--- src/sv/hcls_pkg.sv ---
// ----------------------------------------------------------------------------
// hcls_pkg
// Types, codes and name tables shared by the Content-Length scanner files.
// ----------------------------------------------------------------------------
package hcls_pkg;

    typedef struct packed {
        logic [7:0] header_byte;
        logic       last;
    } t_hcls_in;

    typedef struct packed {
        logic [1:0]  status;
        logic        length_found;
        logic [31:0] body_length;
    } t_hcls_out;

    // status codes; ST_NONE marks an outcome not yet decided
    localparam logic [1:0] ST_OK   = 2'd0;
    localparam logic [1:0] ST_BAD  = 2'd1;
    localparam logic [1:0] ST_BIG  = 2'd2;
    localparam logic [1:0] ST_NONE = 2'd3;

    localparam logic [31:0] UPLOAD_LIMIT_RST = 32'd33554432;

    localparam logic [4:0] CL_LEN   = 5'd14;
    localparam logic [4:0] TE_LEN   = 5'd17;
    localparam logic [4:0] NAME_MAX = 5'd31;

    localparam logic [7:0] CH_CR    = 8'h0D;
    localparam logic [7:0] CH_LF    = 8'h0A;
    localparam logic [7:0] CH_COLON = 8'h3A;
    localparam logic [7:0] CH_SPACE = 8'h20;
    localparam logic [7:0] CH_TAB   = 8'h09;

    typedef enum logic [5:0] {
        PH_REQ    = 6'b000001,
        PH_NAME   = 6'b000010,
        PH_SKIP   = 6'b000100,
        PH_LEAD   = 6'b001000,
        PH_DIGITS = 6'b010000,
        PH_TRAIL  = 6'b100000
    } t_phase;

    typedef struct packed {
        t_phase      phase;
        logic [4:0]  cnt;
        logic        cl_m;
        logic        te_m;
        logic        fault;
        logic        ovf;
        logic [31:0] acc;
    } t_line;

    localparam t_line LINE_CLEAR = '{PH_REQ, 5'd0, 1'b1, 1'b1, 1'b0, 1'b0, 32'd0};
    localparam t_line LINE_NEW   = '{PH_NAME, 5'd0, 1'b1, 1'b1, 1'b0, 1'b0, 32'd0};

    // lower-case "content-length"
    function automatic logic [7:0] f_cl_char(logic [4:0] idx);
        logic [7:0] ch;
        case (idx)
            5'd0:    ch = "c";
            5'd1:    ch = "o";
            5'd2:    ch = "n";
            5'd3:    ch = "t";
            5'd4:    ch = "e";
            5'd5:    ch = "n";
            5'd6:    ch = "t";
            5'd7:    ch = "-";
            5'd8:    ch = "l";
            5'd9:    ch = "e";
            5'd10:   ch = "n";
            5'd11:   ch = "g";
            5'd12:   ch = "t";
            5'd13:   ch = "h";
            default: ch = 8'h00;
        endcase
        return ch;
    endfunction

    // lower-case "transfer-encoding"
    function automatic logic [7:0] f_te_char(logic [4:0] idx);
        logic [7:0] ch;
        case (idx)
            5'd0:    ch = "t";
            5'd1:    ch = "r";
            5'd2:    ch = "a";
            5'd3:    ch = "n";
            5'd4:    ch = "s";
            5'd5:    ch = "f";
            5'd6:    ch = "e";
            5'd7:    ch = "r";
            5'd8:    ch = "-";
            5'd9:    ch = "e";
            5'd10:   ch = "n";
            5'd11:   ch = "c";
            5'd12:   ch = "o";
            5'd13:   ch = "d";
            5'd14:   ch = "i";
            5'd15:   ch = "n";
            5'd16:   ch = "g";
            default: ch = 8'h00;
        endcase
        return ch;
    endfunction

endpackage

--- src/sv/http_content_length_scanner_core.sv ---
// A result is registered in the result register, or in its skid stage while the output is stalled.
// Throughput: one header byte per cycle while the input is not stalled; the per-byte update is a single register pass.
// Input stalls only when both the result register and its skid stage hold results.
// Reset (synchronous, active low) clears the parser to the request line, empties the
// output stages and sets upload_limit to 32 MiB.
// ----------------------------------------------------------------------------
// http_content_length_scanner_core
// Scans HTTP header text and reports the Content-Length it declares.
// ----------------------------------------------------------------------------
module http_content_length_scanner_core
    import hcls_pkg::*;
(
    input  logic        i_clk,
    input  logic        i_rst_n,
    input  logic        i_in_valid,
    output logic        o_in_stall,
    input  t_hcls_in    i_in_data,
    output logic        o_out_valid,
    input  logic        i_out_stall,
    output t_hcls_out   o_out_data,
    input  logic        i_cfg_wr_en,
    input  logic [31:0] i_cfg_wr_data
);

    logic      accept;
    logic      res_valid;
    t_hcls_out res_data;
    logic      buf_full;

    assign o_in_stall = buf_full;
    assign accept     = i_in_valid && !buf_full;

    hcls_parser u_parser (
        .i_clk         (i_clk),
        .i_rst_n       (i_rst_n),
        .i_accept      (accept),
        .i_in_data     (i_in_data),
        .i_cfg_wr_en   (i_cfg_wr_en),
        .i_cfg_wr_data (i_cfg_wr_data),
        .o_res_valid   (res_valid),
        .o_res_data    (res_data)
    );

    hcls_out_buf u_out_buf (
        .i_clk       (i_clk),
        .i_rst_n     (i_rst_n),
        .i_push      (res_valid),
        .i_push_data (res_data),
        .o_full      (buf_full),
        .o_out_valid (o_out_valid),
        .i_out_stall (i_out_stall),
        .o_out_data  (o_out_data)
    );

endmodule

--- src/sv/hcls_parser.sv ---
// ----------------------------------------------------------------------------
// hcls_parser
// Per-byte line state, header name match, length accumulation and outcome.
// ----------------------------------------------------------------------------
module hcls_parser
    import hcls_pkg::*;
(
    input  logic        i_clk,
    input  logic        i_rst_n,
    input  logic        i_accept,
    input  t_hcls_in    i_in_data,
    input  logic        i_cfg_wr_en,
    input  logic [31:0] i_cfg_wr_data,
    output logic        o_res_valid,
    output t_hcls_out   o_res_data
);

    t_line       r_line, n_line;
    logic        r_held, n_held;
    logic        r_found, n_found;
    logic [31:0] r_len, n_len;
    logic [1:0]  r_dec, n_dec;
    logic [31:0] r_limit;
    logic [1:0]  res_status;

    function automatic t_line f_fault(t_line s);
        t_line r;
        r       = s;
        r.fault = 1'b1;
        r.phase = PH_SKIP;
        return r;
    endfunction

    // a CR that turned out not to start a line end
    function automatic t_line f_take_cr(t_line s);
        t_line r;
        r = s;
        case (s.phase)
            PH_NAME: begin
                if (s.cnt < CL_LEN) r.cl_m = 1'b0;
                if (s.cnt < TE_LEN) r.te_m = 1'b0;
                if (s.cnt < NAME_MAX) r.cnt = s.cnt + 5'd1;
            end
            PH_LEAD, PH_DIGITS, PH_TRAIL: begin
                r = f_fault(s);
            end
            default: begin
                r = s;
            end
        endcase
        return r;
    endfunction

    function automatic t_line f_take(t_line s, logic [7:0] c, logic found,
                                     logic [31:0] limit);
        t_line       r;
        logic [7:0]  low;
        logic [35:0] prod;
        logic        digit;
        logic        blank;
        r     = s;
        low   = (c inside {[8'h41:8'h5A]}) ? c + 8'h20 : c;
        digit = c inside {[8'h30:8'h39]};
        blank = (c == CH_SPACE) || (c == CH_TAB);
        prod  = ({4'd0, s.acc} << 3) + ({4'd0, s.acc} << 1) + {32'd0, c[3:0]};
        case (s.phase)
            PH_NAME: begin
                if (c == CH_COLON) begin
                    if (s.cnt == CL_LEN && s.cl_m) begin
                        if (found) r = f_fault(s);
                        else       r.phase = PH_LEAD;
                    end else begin
                        r.phase = PH_SKIP;
                    end
                end else begin
                    if (s.cnt < CL_LEN && low != f_cl_char(s.cnt)) r.cl_m = 1'b0;
                    if (s.cnt < TE_LEN && low != f_te_char(s.cnt)) r.te_m = 1'b0;
                    if (s.cnt < NAME_MAX) r.cnt = s.cnt + 5'd1;
                end
            end
            PH_LEAD, PH_DIGITS: begin
                if (digit) begin
                    r.phase = PH_DIGITS;
                    r.acc   = prod[31:0];
                    if (prod > {4'd0, limit}) begin
                        r.ovf   = 1'b1;
                        r.phase = PH_SKIP;
                    end
                end else if (blank) begin
                    if (s.phase == PH_DIGITS) r.phase = PH_TRAIL;
                end else begin
                    r = f_fault(s);
                end
            end
            PH_TRAIL: begin
                if (!blank) r = f_fault(s);
            end
            default: begin
                r = s;
            end
        endcase
        return r;
    endfunction

    always_comb begin
        n_line = r_line;
        n_held = r_held;
        n_found = r_found;
        n_len = r_len;
        n_dec = r_dec;
        if (r_dec == ST_NONE) begin
            if (r_held) begin
                n_held = 1'b0;
                if (i_in_data.header_byte == CH_LF) begin
                    // line end: settle the finished line
                    case (r_line.phase)
                        PH_REQ: begin
                            n_line = LINE_NEW;
                        end
                        PH_NAME: begin
                            n_dec = (r_line.cnt == 5'd0) ? ST_OK : ST_BAD;
                        end
                        PH_SKIP: begin
                            if (r_line.ovf)                                n_dec = ST_BIG;
                            else if (r_line.fault)                         n_dec = ST_BAD;
                            else if (r_line.cnt == TE_LEN && r_line.te_m)  n_dec = ST_BAD;
                            else                                           n_line = LINE_NEW;
                        end
                        PH_LEAD: begin
                            n_dec = ST_BAD;
                        end
                        default: begin
                            n_found = 1'b1;
                            n_len   = r_line.acc;
                            n_line  = LINE_NEW;
                        end
                    endcase
                end else begin
                    n_line = f_take_cr(r_line);
                    if (i_in_data.header_byte == CH_CR) n_held = 1'b1;
                    else n_line = f_take(n_line, i_in_data.header_byte, r_found, r_limit);
                end
            end else if (i_in_data.header_byte == CH_CR) begin
                n_held = 1'b1;
            end else begin
                n_line = f_take(r_line, i_in_data.header_byte, r_found, r_limit);
            end
        end
    end

    always_comb begin
        if (n_dec != ST_NONE)                                     res_status = n_dec;
        else if (n_line.phase == PH_NAME && n_line.cnt == 5'd0 && !n_held) res_status = ST_OK;
        else                                                      res_status = ST_BAD;
    end

    assign o_res_valid                = i_accept && i_in_data.last;
    assign o_res_data.status          = res_status;
    assign o_res_data.length_found    = (res_status == ST_OK) && n_found;
    assign o_res_data.body_length     = ((res_status == ST_OK) && n_found) ? n_len : 32'd0;

    always_ff @(posedge i_clk) begin
        if (!i_rst_n) begin
            r_line  <= LINE_CLEAR;
            r_held  <= 1'b0;
            r_found <= 1'b0;
            r_len   <= 32'd0;
            r_dec   <= ST_NONE;
            r_limit <= UPLOAD_LIMIT_RST;
        end else begin
            if (i_cfg_wr_en) r_limit <= i_cfg_wr_data;
            if (i_accept) begin
                if (i_in_data.last) begin
                    // header block done: start over
                    r_line  <= LINE_CLEAR;
                    r_held  <= 1'b0;
                    r_found <= 1'b0;
                    r_len   <= 32'd0;
                    r_dec   <= ST_NONE;
                end else begin
                    r_line  <= n_line;
                    r_held  <= n_held;
                    r_found <= n_found;
                    r_len   <= n_len;
                    r_dec   <= n_dec;
                end
            end
        end
    end

endmodule

--- src/sv/hcls_out_buf.sv ---
// ----------------------------------------------------------------------------
// hcls_out_buf
// Result register with a skid stage so input keeps flowing under stall.
// ----------------------------------------------------------------------------
module hcls_out_buf
    import hcls_pkg::*;
(
    input  logic      i_clk,
    input  logic      i_rst_n,
    input  logic      i_push,
    input  t_hcls_out i_push_data,
    output logic      o_full,
    output logic      o_out_valid,
    input  logic      i_out_stall,
    output t_hcls_out o_out_data
);

    logic      r_out_valid;
    t_hcls_out r_out;
    logic      r_skid_valid;
    t_hcls_out r_skid;
    logic      out_free;

    assign out_free    = !r_out_valid || !i_out_stall;
    assign o_full      = r_skid_valid;
    assign o_out_valid = r_out_valid;
    assign o_out_data  = r_out;

    always_ff @(posedge i_clk) begin
        if (!i_rst_n) begin
            r_out_valid  <= 1'b0;
            r_skid_valid <= 1'b0;
        end else if (out_free) begin
            // drain skid first; no push can arrive while it is full
            if (r_skid_valid) begin
                r_out_valid  <= 1'b1;
                r_skid_valid <= 1'b0;
            end else begin
                r_out_valid  <= i_push;
            end
        end else if (i_push) begin
            r_skid_valid <= 1'b1;
        end
    end

    always_ff @(posedge i_clk) begin
        if (out_free) begin
            r_out <= r_skid_valid ? r_skid : i_push_data;
        end else if (i_push) begin
            r_skid <= i_push_data;
        end
    end

endmodule

--- config.mk ---
export PLATFORM = sky130hd
export DESIGN_NAME = http_content_length_scanner_core
export DESIGN_NICKNAME = d
export VERILOG_FILES = /design/src/sv/hcls_pkg.sv /design/src/sv/http_content_length_scanner_core.sv /design/src/sv/hcls_parser.sv /design/src/sv/hcls_out_buf.sv
export SDC_FILE = /design/constraint.sdc
export NUM_CORES = 1
export LEC_CHECK = 0
export ABC_AREA = 1
export BUFFER_PORTS_ARGS = -buffer_cell sky130_fd_sc_hd__buf_2
export CAP_MARGIN = 30
export CORE_AREA = 2 2 169 171
export CTS_CLUSTER_DIAMETER = 80
export DETAILED_ROUTE_END_ITERATION = 10
export DIE_AREA = 0 0 171 173
export GPL_TIMING_DRIVEN = 0
export PLACE_DENSITY_LB_ADDON = 0.3
export RECOVER_POWER = 25
export SETUP_SLACK_MARGIN = 0.02
export SLEW_MARGIN = 20
export SYNTH_ARGS = -nofsm -noshare
export SYNTH_HDL_FRONTEND = slang
export SYNTH_SLANG_ARGS = --single-unit
--- constraint.sdc ---
create_clock -name i_clk -period 5.3 [get_ports i_clk]
set_input_delay 1.06 -clock i_clk [delete_from_list [all_inputs] [get_ports i_clk]]
set_output_delay 1.06 -clock i_clk [all_outputs]
set_load 0.02 [all_outputs]
# Word level (Yosys, flattened, before mapping)
# Memories as Yosys holds them, arrays and structs flattened. A register that Yosys moved wholly into a read port is not among the register bits.
# Cells that the tools add are included.
[classes]
add_sub_neg = 7
order_cmp = 12
eq_ne = 40
n_mux = 121
bitwise_logic = 2
n_reduce_logical = 43
[op_table]
columns = ["cell", "count"]
rows = [
  ["$mux W47", 11],
  ["$mux W34", 12],
  ["$pmux W47 S3", 2],
  ["$mux W8", 25],
  ["$mux W32", 6],
  ["$pmux W47 S2", 1],
  ["$mux W6", 14],
  ["$add A35 B33 Y36", 2],
  ["$add A36 B4 Y36", 2],
  ["$gt A36 B32 Y1", 2],
  ["$mux W33", 2],
  ["$mux W7", 6],
  ["$reduce_and A12 Y1", 3],
  ["$mux W35", 1],
  ["$ne A8 B8 Y1", 4],
  ["$mux W5", 6],
  ["$eq A8 B4 Y1 const B", 3],
  ["$mux W1", 23],
  ["$lt A5 B5 Y1 const B", 4],
  ["$eq A6 B2 Y1 const B", 3],
  ["$reduce_bool A3 Y1", 6],
  ["$eq A8 B6 Y1 const B", 2],
  ["$mux W2", 8],
  ["$ne A3 B2 Y1 const B", 5],
  ["36 further kinds", 72],
]
[totals]
ff_bits = 187
romBits = 672
in_bits = 46
out_inout_bits = 37
word_cells = 249
memories = 4
[mem_list]
columns = ["memory", "words", "word_bits", "rd", "rd_clocked_by_memory_dff", "wr", "line_no", "source"]
rows = [
  ["(name not given)", 32, 7, 1, 0, 0, "hcls_pkg.sv:84", "case (idx)"],
  ["(name not given)", 32, 7, 1, 1, 0, "hcls_pkg.sv:84", ""],
  ["(name not given)", 16, 7, 1, 0, 0, "hcls_pkg.sv:61", "case (idx)"],
  ["(name not given)", 16, 7, 1, 1, 0, "hcls_pkg.sv:61", ""],
]

# Logic depth before layout (Yosys ltp)
# An unclocked memory read counts as a cell.
[depth]
ltp_word = 32
mapped_depth = 33
depth_no_buf = 32

# Modules after synthesis
# Synthesis repeated with hierarchy kept, for this count alone.
[unflattened]
cells_unflattened = 1978
area_unflattened_um2 = 14209.9
[by_module_without_submodules]
columns = ["mod", "n_inst", "cells_per_inst", "area_per_inst_um2", "seq_area_each_um2"]
rows = [
  ["hcls_parser", 1, 1783, 11349.6, 2582.5],
  ["hcls_out_buf", 1, 193, 2850.2, 2142.1],
  ["http_content_length_scanner_core", 1, 2, 10.0, 0.0],
]

# Least setup slack after synthesis
# No wires, ideal clock.
[synth_path]
path_kind = "in2reg"
start = "input port i_in_data[4] in the netlist's numbering"
end = "register u_out_buf.r_skid[23] in the netlist's numbering (data pin)"
setup_time_ps = 265
arrival_time_ps = 4497
required_time_ps = 5035
setup_slack_ps = 538
stages = 27
path_buffers = 1
path_cell_list = "fa_1 fa_1 nand3_1 nand3_1 nand3_1 nand2_1 nand2_1 nand2_1 a31oi_1 o21bai_1 xor2_1 ha_1 nand2_1 nor2_1 a211oi_1 nand2_1 nand2_1 nand4_1 nand2_1 nand2_1 nand2_1 nor2_1 nand2_1 nand2_4 nand2_4 buf_6 nor2_4"
[synth_rtl]
columns = ["element", "line_no", "source"]
rows = [
  ["from (decl)", "http_content_length_scanner_core.sv:17", "input t_hcls_in i_in_data,"],
  ["to (signal assigned)", "hcls_out_buf.sv:50", "r_skid <= i_push_data;"],
  ["to (decl)", "hcls_out_buf.sv:21", "t_hcls_out r_skid;"],
]

# Worst setup path after layout
[layout_path]
start = "input port i_in_data[4] in the netlist's numbering"
end = "register u_out_buf.r_out (netlist bit u_out_buf.o_out_data[4]) (data pin)"
[layout_between]
elab_chain_cells = 18
word_cells_on_any_way = 57
cone_classes = "add/sub: 2; order compare: 4; eq/ne: 7; mux: 36; reduce/logical: 8"
[layout_rtl]
columns = ["element", "line_no", "source"]
rows = [
  ["$add A36 B4 Y36, or another cell as far along", "hcls_parser.sv:65", "prod = ({4'd0, s.acc} << 3) + ({4'd0, s.acc} << 1) + {32'd0, c[3:0]};"],
  ["$gt A36 B32 Y1 or $logic_or A1 B1 Y1 (tied branches)", "hcls_parser.sv:85, hcls_parser.sv:64", ""],
  ["$mux W5 or $mux W6 (tied branches)", "hcls_parser.sv:85, hcls_parser.sv:89", ""],
  ["$mux W6", "hcls_parser.sv:82", "if (digit) begin"],
  ["$pmux W47 S3", "hcls_parser.sv:66", "case (s.phase)"],
  ["$mux W47", "hcls_parser.sv:140", "if (i_in_data.header_byte == CH_CR) n_held = 1'b1;"],
  ["$mux W47", "hcls_parser.sv:114", "if (i_in_data.header_byte == CH_LF) begin"],
  ["$mux W47", "hcls_parser.sv:112", "if (r_held) begin"],
  ["$mux W47", "hcls_parser.sv:111", "if (r_dec == ST_NONE) begin"],
  ["$eq A6 B2 Y1", "hcls_parser.sv:153", "else if (n_line.phase == PH_NAME && n_line.cnt == 5'd0 && !n_held) res_status = ST_OK;"],
  ["$logic_and A1 B1 Y1 (2 in series)", "hcls_parser.sv:153", ""],
  ["$mux W1", "hcls_parser.sv:153", ""],
  ["$mux W2", "hcls_parser.sv:152", "if (n_dec != ST_NONE) res_status = n_dec;"],
  ["$logic_not A2 Y1", "hcls_parser.sv:160", "assign o_res_data.body_length = ((res_status == ST_OK) && n_found) ? n_len : 32'd0;"],
  ["$logic_and A1 B1 Y1", "hcls_parser.sv:160", ""],
  ["$mux W32 (*)", "hcls_parser.sv:160", ""],
  ["$mux W35 (*)", "hcls_out_buf.sv:48", "r_out <= r_skid_valid ? r_skid : i_push_data;"],
  ["to (signal assigned)", "hcls_out_buf.sv:48", ""],
  ["to (decl)", "hcls_out_buf.sv:19", "t_hcls_out r_out;"],
]
# Mark *: on every way between the ends. The rest lies on a longest branch, timed or not. The select of a mux whose other input is x is not followed.
# A chain may end at the register's enable or synchronous reset.

==> results.md <==
- count of state elements after synthesis: 201
- area fraction in compound gates after synthesis: 13.4%
- post-synthesis simple-gate area fraction: 29.4%
- share of cells above drive strength 1: 10.5%
- Startpoint Class: input port
- DP Wirelength: 28.5 mm
- post-synthesis average cell area: 6.99 um^2
- via-per-instance ratio: 5.21
- die outline width: 171 um
- H-tree level count: 1
- Die Y: 173 um
- final total power: 3.40 mW
- first-pass GRT wire length: 59.5 mm
- pin count of the biggest net entering global routing: 39
- IO Port Bufs: 80
- All-Layer GR Usage: 24.5%
- GR Overflow Total: 0
- startpoint-to-endpoint class of the critical path: in -> reg
- top-level port count: 83
- cells taking the most area after synthesis: dfxtp_1 19%, nand2_1 17%, edfxtp_1 15%, ha_1 11%, a21oi_1 6.6%
- CTS Root Buffer Type: clkbuf_16
- later-pin clock latency in the skew report: 0.52 ns
- total via count in the routed design: 12900
- worst clock skew: 0.0187 ns
- dominant cell type by area after synthesis: dfxtp_1
- sequential cell area fraction in the yosys report: 34.4%
- GPL Wtd Cong: 0.957
- number of max-slew violations in the final report: 39
- Iteration-0 DRC Markers: 1004
- maxcap violations: 1
- average routed wire per standard cell: 14.7 um
- count of unresolved DRC violations after routing: 0
- number of antenna-violating nets in the routed design: 0
- die outline area: 0.0296 mm^2
- number of optimization iterations in the first detailed-route pass: 5
- failing checks: max-capacitance violations, max-slew violations
- CTS Buffer Depth: 3
- wirelength, routed: 36.3 mm
- setup repair after global routing missed its margin: false
- minimum period implied by the final worst setup slack: 5.02 ns
- critical-path maximum fanout: 10
- CTS tree: built
- worst slew margin relative to its limit: -1.72%
- Post-synth EDFFs: 70
- starting density of the core: 49.8%
- top cell types by occurrence after synthesis: 616 x nand2_1, 223 x inv_1, 181 x a21oi_1
- run status: finished with violations
- antenna violations before repair: 2
- arrival time worst endpoint: 5.39 ns
- xor and xnor area share after synthesis: 2.99%
- clock sinks: 201
- Yosys warning count: 0
- actual transition at the worst max-transition pin: 1.52 ns
- clock edge transition at the registers on the reported setup and hold paths: 0.06 ns
- Register-to-Register Setup Slack: 0.48 ns
- CP Capture Type: register
- part of the cycle the worst path needs: 94.7%
- total standard cell area after synthesis: 0.0138 mm^2
- PwrDens: 218 mW/mm^2
- P&R area growth vs syn: 13.2%
- type of the tightest min-delay check: reg -> reg
- Placeable Area: 0.0276 mm^2
- WP data required: 5.67 ns
- Yosys top cell area share: 19.1%
- instance area at placement: 0.0147 mm^2
- leakage component of the power: 7.63 nW
- Async S/R FF share, synth: 0%
- number of cell rows: 61
- total of endpoints with negative setup slack in the final report: 0
- mux cell area share after synthesis: 0%
- cell count after synthesis: 1966
- Unique masters post-synth: 52
- number of buffers added by the clock tree synthesis step: 23
- vias in the first global route: 11800
- post-synth net total: 2131
- final cell area excluding filler cells: 0.0156 mm^2
- Fmax achieved: 199 MHz
- most common flop cell mapped by yosys: dfxtp_1
- Post-CTS Hold Fix Bufs: 0
- hold violation total from the final report: 0
- net count of the finished layout: 2239
- adder-cell share of the synthesized area: 10.9%
- dominant combinational cell family by area after synthesis: simple AND/OR/NAND/NOR gates
- worst vdd rail ir drop: 0.182 mV
- most frequent cell after synthesis: nand2_1
-- worst max-delay path: stages --
cell and delay [ns]:
clkbuf_4 0.18, fa_2 0.49, fa_2 0.43, nand3_1 0.09
nand3_1 0.11, nand3_1 0.09, nand2_1 0.11, nand2_1 0.10
nand2_2 0.10, a31oi_2 0.23, o21bai_1 0.13, xor2_2 0.29
ha_1 0.29, nand2_1 0.08, nor2_1 0.05, a211oi_2 0.15
nand2_1 0.12, nand2_4 0.12, nand3_1 0.12, nand2_1 0.11
nand2_1 0.07, a21oi_2 0.18, nand2_1 0.13, nand2_4 0.17
buf_4 0.19, nand4_1 0.09, nand2_1 0.13
-- layout by cell type, fill, tap and decap left out, drive strengths merged, types with 9 or more instances in the layout --
cell,count
xnor2,17
inv,236
edfxtp,70
xor2,30
buf,92
ha,117
clkinv,9
a21oi,183
a31oi,10
clkbuf,93
nand2,631
nor3,9
nor2,173
dfxtp,131
o21ai,116
nand3,72
nand4,46
-- through the flow --
stage	setup WS, ns	instances	hold slack, ns	setup TNS, ns	utilization [%]
CTS	0.0259	2466	0.466	0	55.8
global placement	-0.623	2424	0.451	-38.44	52.9
floorplan	0.538	1966	0.434	0	-
global route	0.0357	2468	0.483	0	56.3
detailed placement	-0.662	2425	0.457	-41.00	53.1
finish	0.282	2469	0.464	0	56.3
-- power by group --
part | internal, mW | total [mW] | switching, mW | leakage [nW]
clock network | 0.916 | 1.56 | 0.640 | 0.366
logic | 0.0653 | 0.211 | 0.145 | 5.52
registers | 1.62 | 1.63 | 0.00885 | 1.74
-- repair_timing --
item | 4_1_cts | 5_1_grt
pin swaps | 0 | 6
setup buffers | 0 | 2
gates resized for setup | 3 | 28
setup endpoints to repair | 62 | 68
-- routing by layer --
layer	vias up	share of wire, %	global-route usage (%)
met5	-	0	0
met4	0	2.2	6.04
met3	50	7.7	3.73
met2	436	42	36.6
met1	5755	48	36.9
li1	6633	-	-
-- layout make-up --
| type | instances | area, um^2 |
|---|---|---|
| clock inverters | 8 | 93.8 |
| repair buffers | 83 | 433 |
| multi-input cells | 1457 | 7960 |
| fillers | 2707 | 12100 |
| diodes | 1 | 2.50 |
| well taps | 378 | 473 |
| inverters | 239 | 902 |
| clock buffers | 33 | 653 |
| plain buffers | 69 | 330 |
| flip-flops and latches | 201 | 4720 |
-- state kept, by name (all words and copies together), names as in the netlist, named ones only --
signal and flops:
u_out_buf.o_out_data 35, u_parser.r_found 1, u_parser.r_line 47, u_out_buf.o_out_valid 1, u_out_buf.r_skid 35, u_parser.r_dec 2, u_parser.r_limit 32, u_parser.r_held 1
u_out_buf.o_full 1, u_parser.r_len 32
-- final timing paths --
check / to / start / depth (start not counted)
max: u_out_buf.o_out_data[4] / i_in_data[4] / 27
min: u_parser.r_len[25] / u_parser.r_len[25] / 2
max reg2reg: u_out_buf.o_out_data[4] / u_parser.r_line[0] / 26
min reg2reg: u_parser.r_len[25] / u_parser.r_len[25] / 2
-- kinds of logic (layout without fill, tap and decap cells) --
| group | after synthesis | count (layout) |
|---|---|---|
| xor gates and xnor gates | 47 | 47 |
| DFF | 201 | 201 |
| and+or+nand+nor | 946 | 946 |
| other | 0 | 1 |
| buffers and inverters | 308 | 432 |
| AOI/OAI and AO/OA | 345 | 345 |
| adders and majority gates | 119 | 119 |
(Power assumes the default switching activity.)
